$ cat config.mk
export PLATFORM = sky130hd
export DESIGN_NAME = bcb_div
export DESIGN_NICKNAME = d
export VERILOG_FILES = /design/src/sv/bcb_pkg.sv /design/src/sv/bcb_div.sv
export VERILOG_INCLUDE_DIRS = /design/src /design/src/sv
export SDC_FILE = /design/constraint.sdc
export NUM_CORES = 1
export LEC_CHECK = 0
export ABC_AREA = 1
export BUFFER_PORTS_ARGS = -buffer_cell sky130_fd_sc_hd__buf_2
export CAP_MARGIN = 20
export CORE_ASPECT_RATIO = 2
export CORE_MARGIN = 1.5
export CORE_UTILIZATION = 55
export CTS_BUF_LIST = sky130_fd_sc_hd__clkbuf_4
export DETAILED_ROUTE_END_ITERATION = 12
export PLACE_DENSITY = 0.76
export SLEW_MARGIN = 5
export SYNTH_ARGS = -nofsm -noshare
export SYNTH_HDL_FRONTEND = slang
export SYNTH_SLANG_ARGS = --single-unit
export TNS_END_PERCENT = 100
$ cat constraint.sdc
create_clock -name i_clk -period 5.1 [get_ports i_clk]
set_input_delay 1.53 -clock i_clk [delete_from_list [all_inputs] [get_ports i_clk]]
set_output_delay 1.53 -clock i_clk [all_outputs]
set_load 0.05 [all_outputs]
$ cat src/sv/assert_macros.svh
// assertion helpers shared by the rtl files
`ifndef ASSERT_MACROS_SVH
`define ASSERT_MACROS_SVH

// checked only outside reset
`define BCB_ASSERT(label, prop, msg) \
    label: assert property (@(posedge i_clk) disable iff (!i_rst_n) prop) else $error(msg);

// checked on every edge, reset included
`define BCB_ASSERT_ALWAYS(label, prop, msg) \
    label: assert property (@(posedge i_clk) prop) else $error(msg);

`endif

$ cat src/sv/bcb_pkg.sv
`timescale 1ns / 1ps
// ------------------------------------------------------------------------
// bcb_pkg
// shared types and constants of the biome color blend pipeline
// ------------------------------------------------------------------------
package bcb_pkg;

    localparam int FRAC_BITS    = 12;
    localparam int ONE          = 1 << FRAC_BITS;
    localparam int FIELD_W      = 13;
    localparam int ENT_W        = 63;
    localparam int MAX_BIOMES_D = 6;
    localparam int IDX_W        = 3;

    // register indexes
    localparam logic [IDX_W-1:0] REG_BLEND = 3'd6;
    localparam logic [IDX_W-1:0] REG_COUNT = 3'd7;

    typedef struct packed {
        logic [FIELD_W-1:0] height;
        logic [FIELD_W-1:0] slope;
    } t_in;

    typedef struct packed {
        logic [7:0] red;
        logic [7:0] green;
        logic [7:0] blue;
    } t_out;

    // item sideband carried along the pipeline
    typedef struct packed {
        logic        blend;
        logic [23:0] fin;
        logic [23:0] lo;
        logic [23:0] up;
    } t_side;

endpackage

$ cat src/sv/bcb_div.sv
`timescale 1ns / 1ps
// ------------------------------------------------------------------------
// bcb_div
// pipelined restoring divider, one quotient bit per stage
// ------------------------------------------------------------------------
`include "assert_macros.svh"

module bcb_div #(
    parameter int FRAC = bcb_pkg::FRAC_BITS
) (
    input  logic                          i_clk,
    input  logic                          i_rst_n,
    input  logic                          i_en,
    input  logic                          i_valid,
    input  logic [bcb_pkg::FIELD_W-1:0]   i_num,
    input  logic [bcb_pkg::FIELD_W-1:0]   i_den,
    input  bcb_pkg::t_side                i_side,
    output logic                          o_valid,
    output logic [FRAC-1:0]               o_quo,
    output bcb_pkg::t_side                o_side
);

    localparam int W = bcb_pkg::FIELD_W;

    logic                r_v   [FRAC];
    logic [W-1:0]        r_rem [FRAC];
    logic [W-1:0]        r_den [FRAC];
    logic [FRAC-1:0]     r_q   [FRAC];
    bcb_pkg::t_side      r_sd  [FRAC];

    logic [W-1:0]        p_rem [FRAC];
    logic [W-1:0]        p_den [FRAC];
    logic [FRAC-1:0]     p_q   [FRAC];
    logic [W-1:0]        n_rem [FRAC];
    logic [FRAC-1:0]     n_q   [FRAC];

    // stage inputs: the first stage takes the new item
    always_comb begin
        p_rem[0] = i_num;
        p_den[0] = i_den;
        p_q[0]   = '0;
        for (int k = 1; k < FRAC; k++) begin
            p_rem[k] = r_rem[k-1];
            p_den[k] = r_den[k-1];
            p_q[k]   = r_q[k-1];
        end
    end

    // one shift-compare-subtract per stage
    always_comb begin
        logic [W:0] sh;
        for (int k = 0; k < FRAC; k++) begin
            sh = {p_rem[k], 1'b0};
            if (sh >= {1'b0, p_den[k]}) begin
                n_rem[k] = W'(sh - {1'b0, p_den[k]});
                n_q[k]   = {p_q[k][FRAC-2:0], 1'b1};
            end else begin
                n_rem[k] = W'(sh);
                n_q[k]   = {p_q[k][FRAC-2:0], 1'b0};
            end
        end
    end

    // stage valids
    always_ff @(posedge i_clk) begin
        if (!i_rst_n) begin
            for (int k = 0; k < FRAC; k++) r_v[k] <= 1'b0;
        end else if (i_en) begin
            r_v[0] <= i_valid;
            for (int k = 1; k < FRAC; k++) r_v[k] <= r_v[k-1];
        end
    end

    // stage payload
    always_ff @(posedge i_clk) begin
        if (i_en) begin
            r_sd[0] <= i_side;
            for (int k = 0; k < FRAC; k++) begin
                r_rem[k] <= n_rem[k];
                r_q[k]   <= n_q[k];
                r_den[k] <= p_den[k];
            end
            for (int k = 1; k < FRAC; k++) r_sd[k] <= r_sd[k-1];
        end
    end

    assign o_valid = r_v[FRAC-1];
    assign o_quo   = r_q[FRAC-1];
    assign o_side  = r_sd[FRAC-1];

    `BCB_ASSERT(a_rem_below_den,
                r_v[FRAC-1] && r_sd[FRAC-1].blend |-> r_rem[FRAC-1] < r_den[FRAC-1],
                "divider remainder not below divisor")

endmodule

Yosys cells after proc, flatten, opt, wreduce, memory -nomap -nowiden
Memories as Yosys holds them, arrays and structs flattened.
Index checks and enable logic that the tools add are counted.
W data, S select, Z words.

storage, ports and cells
  bits of input ports = 103
  memories kept = 5
  RAM bits = 1344
  output and inout port bits = 86
  word-level logic and storage cells = 82
  flip-flop bits (word level) = 0

memory list
  memory  words  bits a word  rd ports  clocked after Yosys merged registers in  write ports  line           RTL
  r_sd    12     73           12        0                                        12           bcb_div.sv:29  bcb_pkg::t_side r_sd [FRAC];
  r_den   12     13           11        0                                        12           bcb_div.sv:27  logic [W-1:0] r_den [FRAC];
  r_rem   12     13           11        0                                        12           bcb_div.sv:26  logic [W-1:0] r_rem [FRAC];
  r_q     12     12           12        0                                        12           bcb_div.sv:28  logic [FRAC-1:0] r_q [FRAC];
  r_v     12     1            12        0                                        12           bcb_div.sv:25  logic r_v [FRAC];

operators by class
  muxes and demuxes = 41
  $add $sub $neg = 12
  magnitude comparators = 12
  bitwise operators = 12

operator list
  operator          number
  $ge A14 B13 Y1    12
  $mux W13          12
  $sub A13 B13 Y13  12
  $mux W1           29
  $or A1 B1 Y1      12

Depth between registers and ports, before layout
Gate-level depths: netlist of run 1.

  depth after elaboration = 4
  mapped depth = 12
  mapped depth without buffers = 12

Worst setup path after synthesis of run 1
Ideal clock, no wire load.

  kind = input -> register
  from = input port i_den[9] (netlist bit)
  to = memory r_rem[0][5] (netlist bit) (data pin)
  path slack = 2.154 ns
  required time = 4.845 ns
  path buffers = 1
  stages on the path = 11
  arrival = 2.692 ns
  library setup time = 0.255 ns
  cells stage by stage = inv_1 > ha_1 > nand2_1 > inv_1 > nand2_1 > nand2_1 > a21oi_1 > nand3_2 > buf_6 > nand2_1 > nand2_1

RTL lines
  what         line           RTL
  from (decl)  bcb_div.sv:16  input logic [bcb_pkg::FIELD_W-1:0] i_den,
  to (decl)    bcb_div.sv:26

==> out/summary.md, run 1 <==
- r_sd[1][241] — start point of the worst hold path
- 0.232 — combinational group share of total power
- register — startpoint types
- 5 — CTS HTree Levels
- 0.497 — portion of total power attributed to sequential cells
- r_rem[7][10] — endpoint of the worst-slack reg-to-reg timing path
- 0 — GR Overflow Total
- 4377 — Net count, final
- 1.13 ns — Worst-Skew Late Latency
- primary output — Critical Path End Type
- 16.2 µm — final routed wire length divided by cell count
- 0.0906 mm² — placeable core region
- 285 — number of clock buffers inserted by TritonCTS
- 138000 µm — first-pass GRT wire length
- r_sd[2][22] — capture endpoint of the worst hold path
- 1252 — post-synthesis register bit count
- 0.517 — Slew Limit Headroom
- 0.195 — global-route total usage across every layer
- 188 — number of port buffers
- 11 — path depth of the worst reg2reg path
- 189 — # IOs
- 5 — antenna violations before repair
- 2.38 ns — Register-to-Register Setup Slack
- 5475 — fin cells
- 0 — total setup buffers inserted after CTS
- 431 µm — height of the die
- 18.5 mW — P_int
- 0.0786 ns — worst clock skew
- edfxtp_1 — prevailing post-synth register cell
- 1202 — initial DRC count
- edfxtp_1 — slowest cell on the critical path
- reg2out — startpoint-to-endpoint class of the critical path
- 28585 — via count of the first global-routing pass
- 0.272 — part of the power in the clock network
- 3.38 ns — post-layout minimum cycle time
- 0 — number of hold buffers added after cts
- 0.663 — Final period util
- 3.57 ns — endpoint required time on the critical path
- 1 — largest driver fanout on the critical path
- 0 ns — post-route setup TNS
- 13.6 µm² — synthesized area divided by synthesized cell count
- 0.935 — Placer Congestion
- 0 — DRC violation count after routing
- 1251 — Post-synth EDFFs
- 61400 µm — DPL Wire Length
- edfxtp_1 (1251), nand2_1 (867), inv_1 (630) — Commonest cells post-synth
- 0 — Max-Cap Viols
- 0 — Slew Limit Fails
- met5 — Top Layer Used
- 156 — Placement Rows
- 5 — first-pass detailed-route iteration total
- 1 — number of buffers and inverters on the critical path
- 26.8 mW — Total Power
- 143 — pin count of the biggest net entering global routing
- yes — clock tree from TritonCTS
- edfxtp_1 — leading cell type by number of instances after synthesis
- finished, final reports clean — outcome
- 0.377 ns — worst hold margin
- 3704 — number of instances in the synthesized netlist
- 10.4% — area growth from synthesis to final layout
- 0.556 — starting density of the core
- buf_2 — series of cell instances along the critical path
- 0 — hold violation total from the final report
- 1 — logic depth of the worst path, buffers included
- 0.722 ns — transition time of the tightest slew-check pin
- 0 — final setup violation count
- 0.07 ns — clk slew on worst S/H paths
- 1252 — clock net sink count
- reg2reg — kind of path behind the tightest hold check
- 4 — number of buffers on the longest clock path
- edfxtp_1 — cell taking the most area after synthesis
- 36 — count of distinct cell types in the synthesized netlist
- 0.47 ns — maximum single-stage delay on the critical path
- 217 µm — width of the die
- 28100 µm — detailed-routing wirelength on met1
- 3973 — syn nets
- 0.0935 mm² — floorplan die area
- r_den[6][1] — worst reg2reg path startpoint
- 0 — count of nets left with antenna violations after detail routing
- 0 — cell depth of the worst hold path
- 3650 µm — routed wire length on met3
- 0 — fraction of registers with async set/reset
- 0.746 — fraction of post-synthesis cell area in the top cell type by area
- 27351 — total number of vias
- 0.170 — share of cells above drive strength 1
- no — unrepaired setup endpoints after global routing
- 482 mW/mm² — PD cells
- 0.308 — switching power share of the total
- 0.0556 mm² — final instance area
- flip-flops — category of cells accounting for the largest share of critical-path delay
- 5006 — Inst Count DP
- 5.00 — via/cell ratio
- edfxtp_1 (75%), nand2_1 (6.5%), inv_1 (4.7%), ha_1 (3.9%), nand3_1 (1.8%) — synth top area cells
- 0.0504 mm² — Post-Synthesis Cell Area
- 88500 µm — total detailed-routing wirelength
- 50200 µm — sum of met2 wire segment lengths after detailed routing
- clkbuf_4 — cell at the root of the clock tree
- 0.0523 mm² — placed cell area
- 0.746 — sequential element share of the synthesized area
- 0.304 mV — peak ir drop on the vdd network
- 0 — YS warnings
- 1.85 ns — arrival time worst endpoint
- 23.6 nW — leakage power figure
- 8.27 mW — switching power summed over all nets
- 0 — post-CTS resize count
- 296 MHz — Max Freq
cell type report:
type | instances | area (µm²)
timing repair buffer | 216 | 1280
inverter | 636 | 2390
tap | 1185 | 1480
sequential | 1252 | 37600
clock inverter | 79 | 417
multi-input combinational | 1717 | 9550
fill | 7127 | 34900
antenna | 2 | 5.00
clock buffer | 388 | 2910
cells by family after synthesis:
group / after synthesis / synth area share
flip-flops: 1252 / 0.746
buffers and inverters: 735 / 0.0640
AND/OR/NAND/NOR: 1365 / 0.121
AO/OA/AOI/OAI: 117 / 0.0141
adder cells (fa/ha/maj): 166 / 0.0429
XOR/XNOR: 69 / 0.0120
metrics by stage:
stage | util | worst slack, ns
floorplan | - | 2.15
global placement | 0.577 | 1.57
detailed placement | 0.577 | 1.54
CTS | 0.614 | 1.47
global route | 0.614 | 1.50
finish | 0.614 | 1.72
worst max path at each step:
stage,startpoint,to,slack (ns)
floorplan,i_den[9],r_rem[0][5],2.15
CTS,r_sd[2][269],o_side[50],1.47
finish,r_sd[2][269],o_side[50],1.72
global route,r_sd[2][269],o_side[50],1.50
detailed placement,i_num[8],r_rem[0][11],1.54
global placement,i_num[8],r_rem[0][11],1.57
registers in the layout, summed over array words and instances (netlist names):
register and flops:
r_q 78, r_sd 876, r_rem 143, r_den 143, r_v 12
power groups by stage:
| stage | clock [mW] | combinational (mW) | sequential, mW |
|---|---|---|---|
| final | 7.28 | 6.22 | 13.3 |
| after global routing | 8.07 | 7.01 | 13.4 |
| after CTS | 7.62 | 6.19 | 13.3 |
| after detailed placement | 0 | 6.16 | 13.5 |
| after global placement | 0 | 6.02 | 13.5 |
| after floorplan | 0 | 4.70 | 13.3 |
per-layer routing:
metal / global-route usage / vias to the layer above
li1: - / 13525
met1: 0.164 / 12753
met2: 0.370 / 722
met3: 0.0491 / 349
met4: 0.160 / 2
met5: 0 / -
layout by cell type (no fill, tap or decap), drive strengths merged:
cell type | netlist | routed
xnor2 | 11 | 11
o31ai | 1 | 1
fa | 11 | 11
ha | 155 | 155
xor2 | 58 | 58
edfxtp | 1251 | 1251
nand4 | 120 | 120
clkbuf | 0 | 388
buf | 99 | 216
or2 | 1 | 1
nand3 | 210 | 210
bufinv | 0 | 4
clkinv | 1 | 71
nand2 | 888 | 888
o21ai | 58 | 58
nor3 | 3 | 3
diode | 0 | 2
o211ai | 1 | 1
inv | 635 | 640
nand3b | 1 | 1
dfxtp | 1 | 1
nor2 | 142 | 142
a21oi | 57 | 57
(Power assumes the default switching activity.)
==> run 2: changes to the inputs <==
clock period = 3.5 ns   (was 5.1 ns; I/O delays follow)
==> out/summary.md, run 2 (synthesized netlist as in run 1, its figures left out) <==
- finished, final reports clean — outcome
- 217 µm — width of the die
- 0.41 ns — maximum single-stage delay on the critical path
- r_den[5][10] — worst reg2reg path startpoint
- i_valid — start point of the worst hold path
- buf_2 — series of cell instances along the critical path
- 116 — pin count of the biggest net entering global routing
- 0.827 — Final period util
- 0.88 ns — Register-to-Register Setup Slack
- 0 — hold violation total from the final report
- 0.195 — global-route total usage across every layer
- 189 — # IOs
- 139000 µm — first-pass GRT wire length
- 0.549 — Slew Limit Headroom
- 0 — Slew Limit Fails
- 29079 — via count of the first global-routing pass
- 876 — Largest register FFs
- edfxtp_1 — slowest cell on the critical path
- 0.543 mV — peak ir drop on the vdd network
- 1.16 ns — Worst-Skew Late Latency
- 0.0935 mm² — floorplan die area
- 4 — antenna violations before repair
- 0.161 — met1 Track Usage GR
- 0.07 ns — clk slew on worst S/H paths
- 696 mW/mm² — PD cells
- 4.97 — via/cell ratio
- flip-flops — category of cells accounting for the largest share of critical-path delay
- r_sd (876), r_den (143), r_rem (143) — Regs by FF count
- 0.0514 — GRT met3 Usage
- 431 µm — height of the die
- 1.84 ns — arrival time worst endpoint
- r_rem[6][9] — endpoint of the worst-slack reg-to-reg timing path
- 346 MHz — Max Freq
- 16.0 µm — final routed wire length divided by cell count
- 1252 — clock net sink count
- 2.89 ns — post-layout minimum cycle time
- 24.1 nW — leakage power figure
- 0 — final setup violation count
- clkbuf_4 — cell at the root of the clock tree
- 12.6% — area growth from synthesis to final layout
- 0.368 — met2 track demand over resource
- 2.45 ns — endpoint required time on the critical path
- 0.677 ns — transition time of the tightest slew-check pin
- 5573 — fin cells
- 89300 µm — total detailed-routing wirelength
- edfxtp_1 — most common cell after layout, fill and taps aside
- edfxtp_1 (1251), nand2_1 (867), inv_1 (630) — most used cells in the layout excluding fill and tap cells
- 1 — number of buffers and inverters on the critical path
- yes — clock tree from TritonCTS
- 0.970 — Placer Congestion
- 0 — Max-Cap Viols
- 1327 — initial DRC count
- in2reg — kind of path behind the tightest hold check
- reg2out — startpoint-to-endpoint class of the critical path
- 5 — CTS HTree Levels
- 0.171 — share of cells above drive strength 1
- r_sd — largest register by flop count
- 0 — count of nets left with antenna violations after detail routing
- 10 — path depth of the worst reg2reg path
- 1 — largest driver fanout on the critical path
- 60600 µm — DPL Wire Length
- 0.0906 mm² — placeable core region
- r_v[0][0] — capture endpoint of the worst hold path
- no — unrepaired setup endpoints after global routing
- 0.556 — starting density of the core
- 156 — Placement Rows
- 0.607 ns — Worst Setup Slack, final
- 0.468 ns — DP Worst Slack
- primary output — Critical Path End Type
- 0 ns — post-route setup TNS
- 4 — number of buffers on the longest clock path
- 6 — first-pass detailed-route iteration total
- 0 — GR Overflow Total
- 3 — cell depth of the worst hold path
- 27670 — total number of vias
- 4477 — Net count, final
- 5013 — Inst Count DP
- met2 — global-route layer with the greatest usage
- 292 — number of clock buffers inserted by TritonCTS
- register — startpoint types
- 188 — number of port buffers
- 0.189 ns — worst hold margin
- 0 — DRC violation count after routing
- 0.0759 ns — worst clock skew
run 2: cell types whose count changed in the layout (fill, tap and decap cells not counted):
cell,before,now
dlygate4sd3_1,0,86
clkbuf_4,388,403
clkinv_1,59,48
buf_12,10,15
clkinv_2,12,8
buf_4,19,21
diode_2,2,4
inv_2,10,12
bufinv_16,4,5
run 2: where the power goes:
part	switching (mW)	total [mW]	internal, mW	leakage (nW)
clock network	5.28	10.9	5.66	2.06
logic	6.12	9.15	3.03	9.74
registers	0.729	19.4	18.6	12.3
run 2: worst max path at each step:
stage	startpoint	depth (start not counted)	endpoint
after floorplan	i_den[9]	11	r_rem[0][5]
after global placement	i_num[8]	10	r_rem[0][1]
after detailed placement	i_num[8]	10	r_rem[0][2]
after CTS	r_sd[2][246]	1	o_side[27]
after global routing	r_sd[2][246]	1	o_side[27]
final	r_sd[2][246]	1	o_side[27]
run 2: what timing repair did:
action / CTS / global route
buffers inserted: 0 / 0
hold endpoints to repair: 86 / 0
hold buffers: 86 / 0
resized for setup: 0 / 0
run 2: through the flow:
stage                     power (mW)   util  area [µm²]
after global placement          28.4  0.579       52400
after CTS                       39.9  0.626       56700
after global routing            41.9  0.626       56700
final                           39.5  0.626       56700
after detailed placement        28.7  0.579       52400
after floorplan                 26.3      -       50400
run 2: cell type report:
type                            count  area (µm²)
Clock inverter                     67         393
Timing Repair Buffer              309        2250
Antenna cell                        4        10.0
Fill cell                        6938       33900
Tap cell                         1185        1480
Clock buffer                      403        3030
Inverter                          636        2390
Sequential cell                  1252       37600
Multi-Input combinational cell   1717        9550
run 2: per-layer routing:
layer  up-vias  part of all wire
met3       390             0.044
met1     12782              0.31
met2       775              0.56
met5         -           0.00018
li1      13721                 -
met4         2             0.082
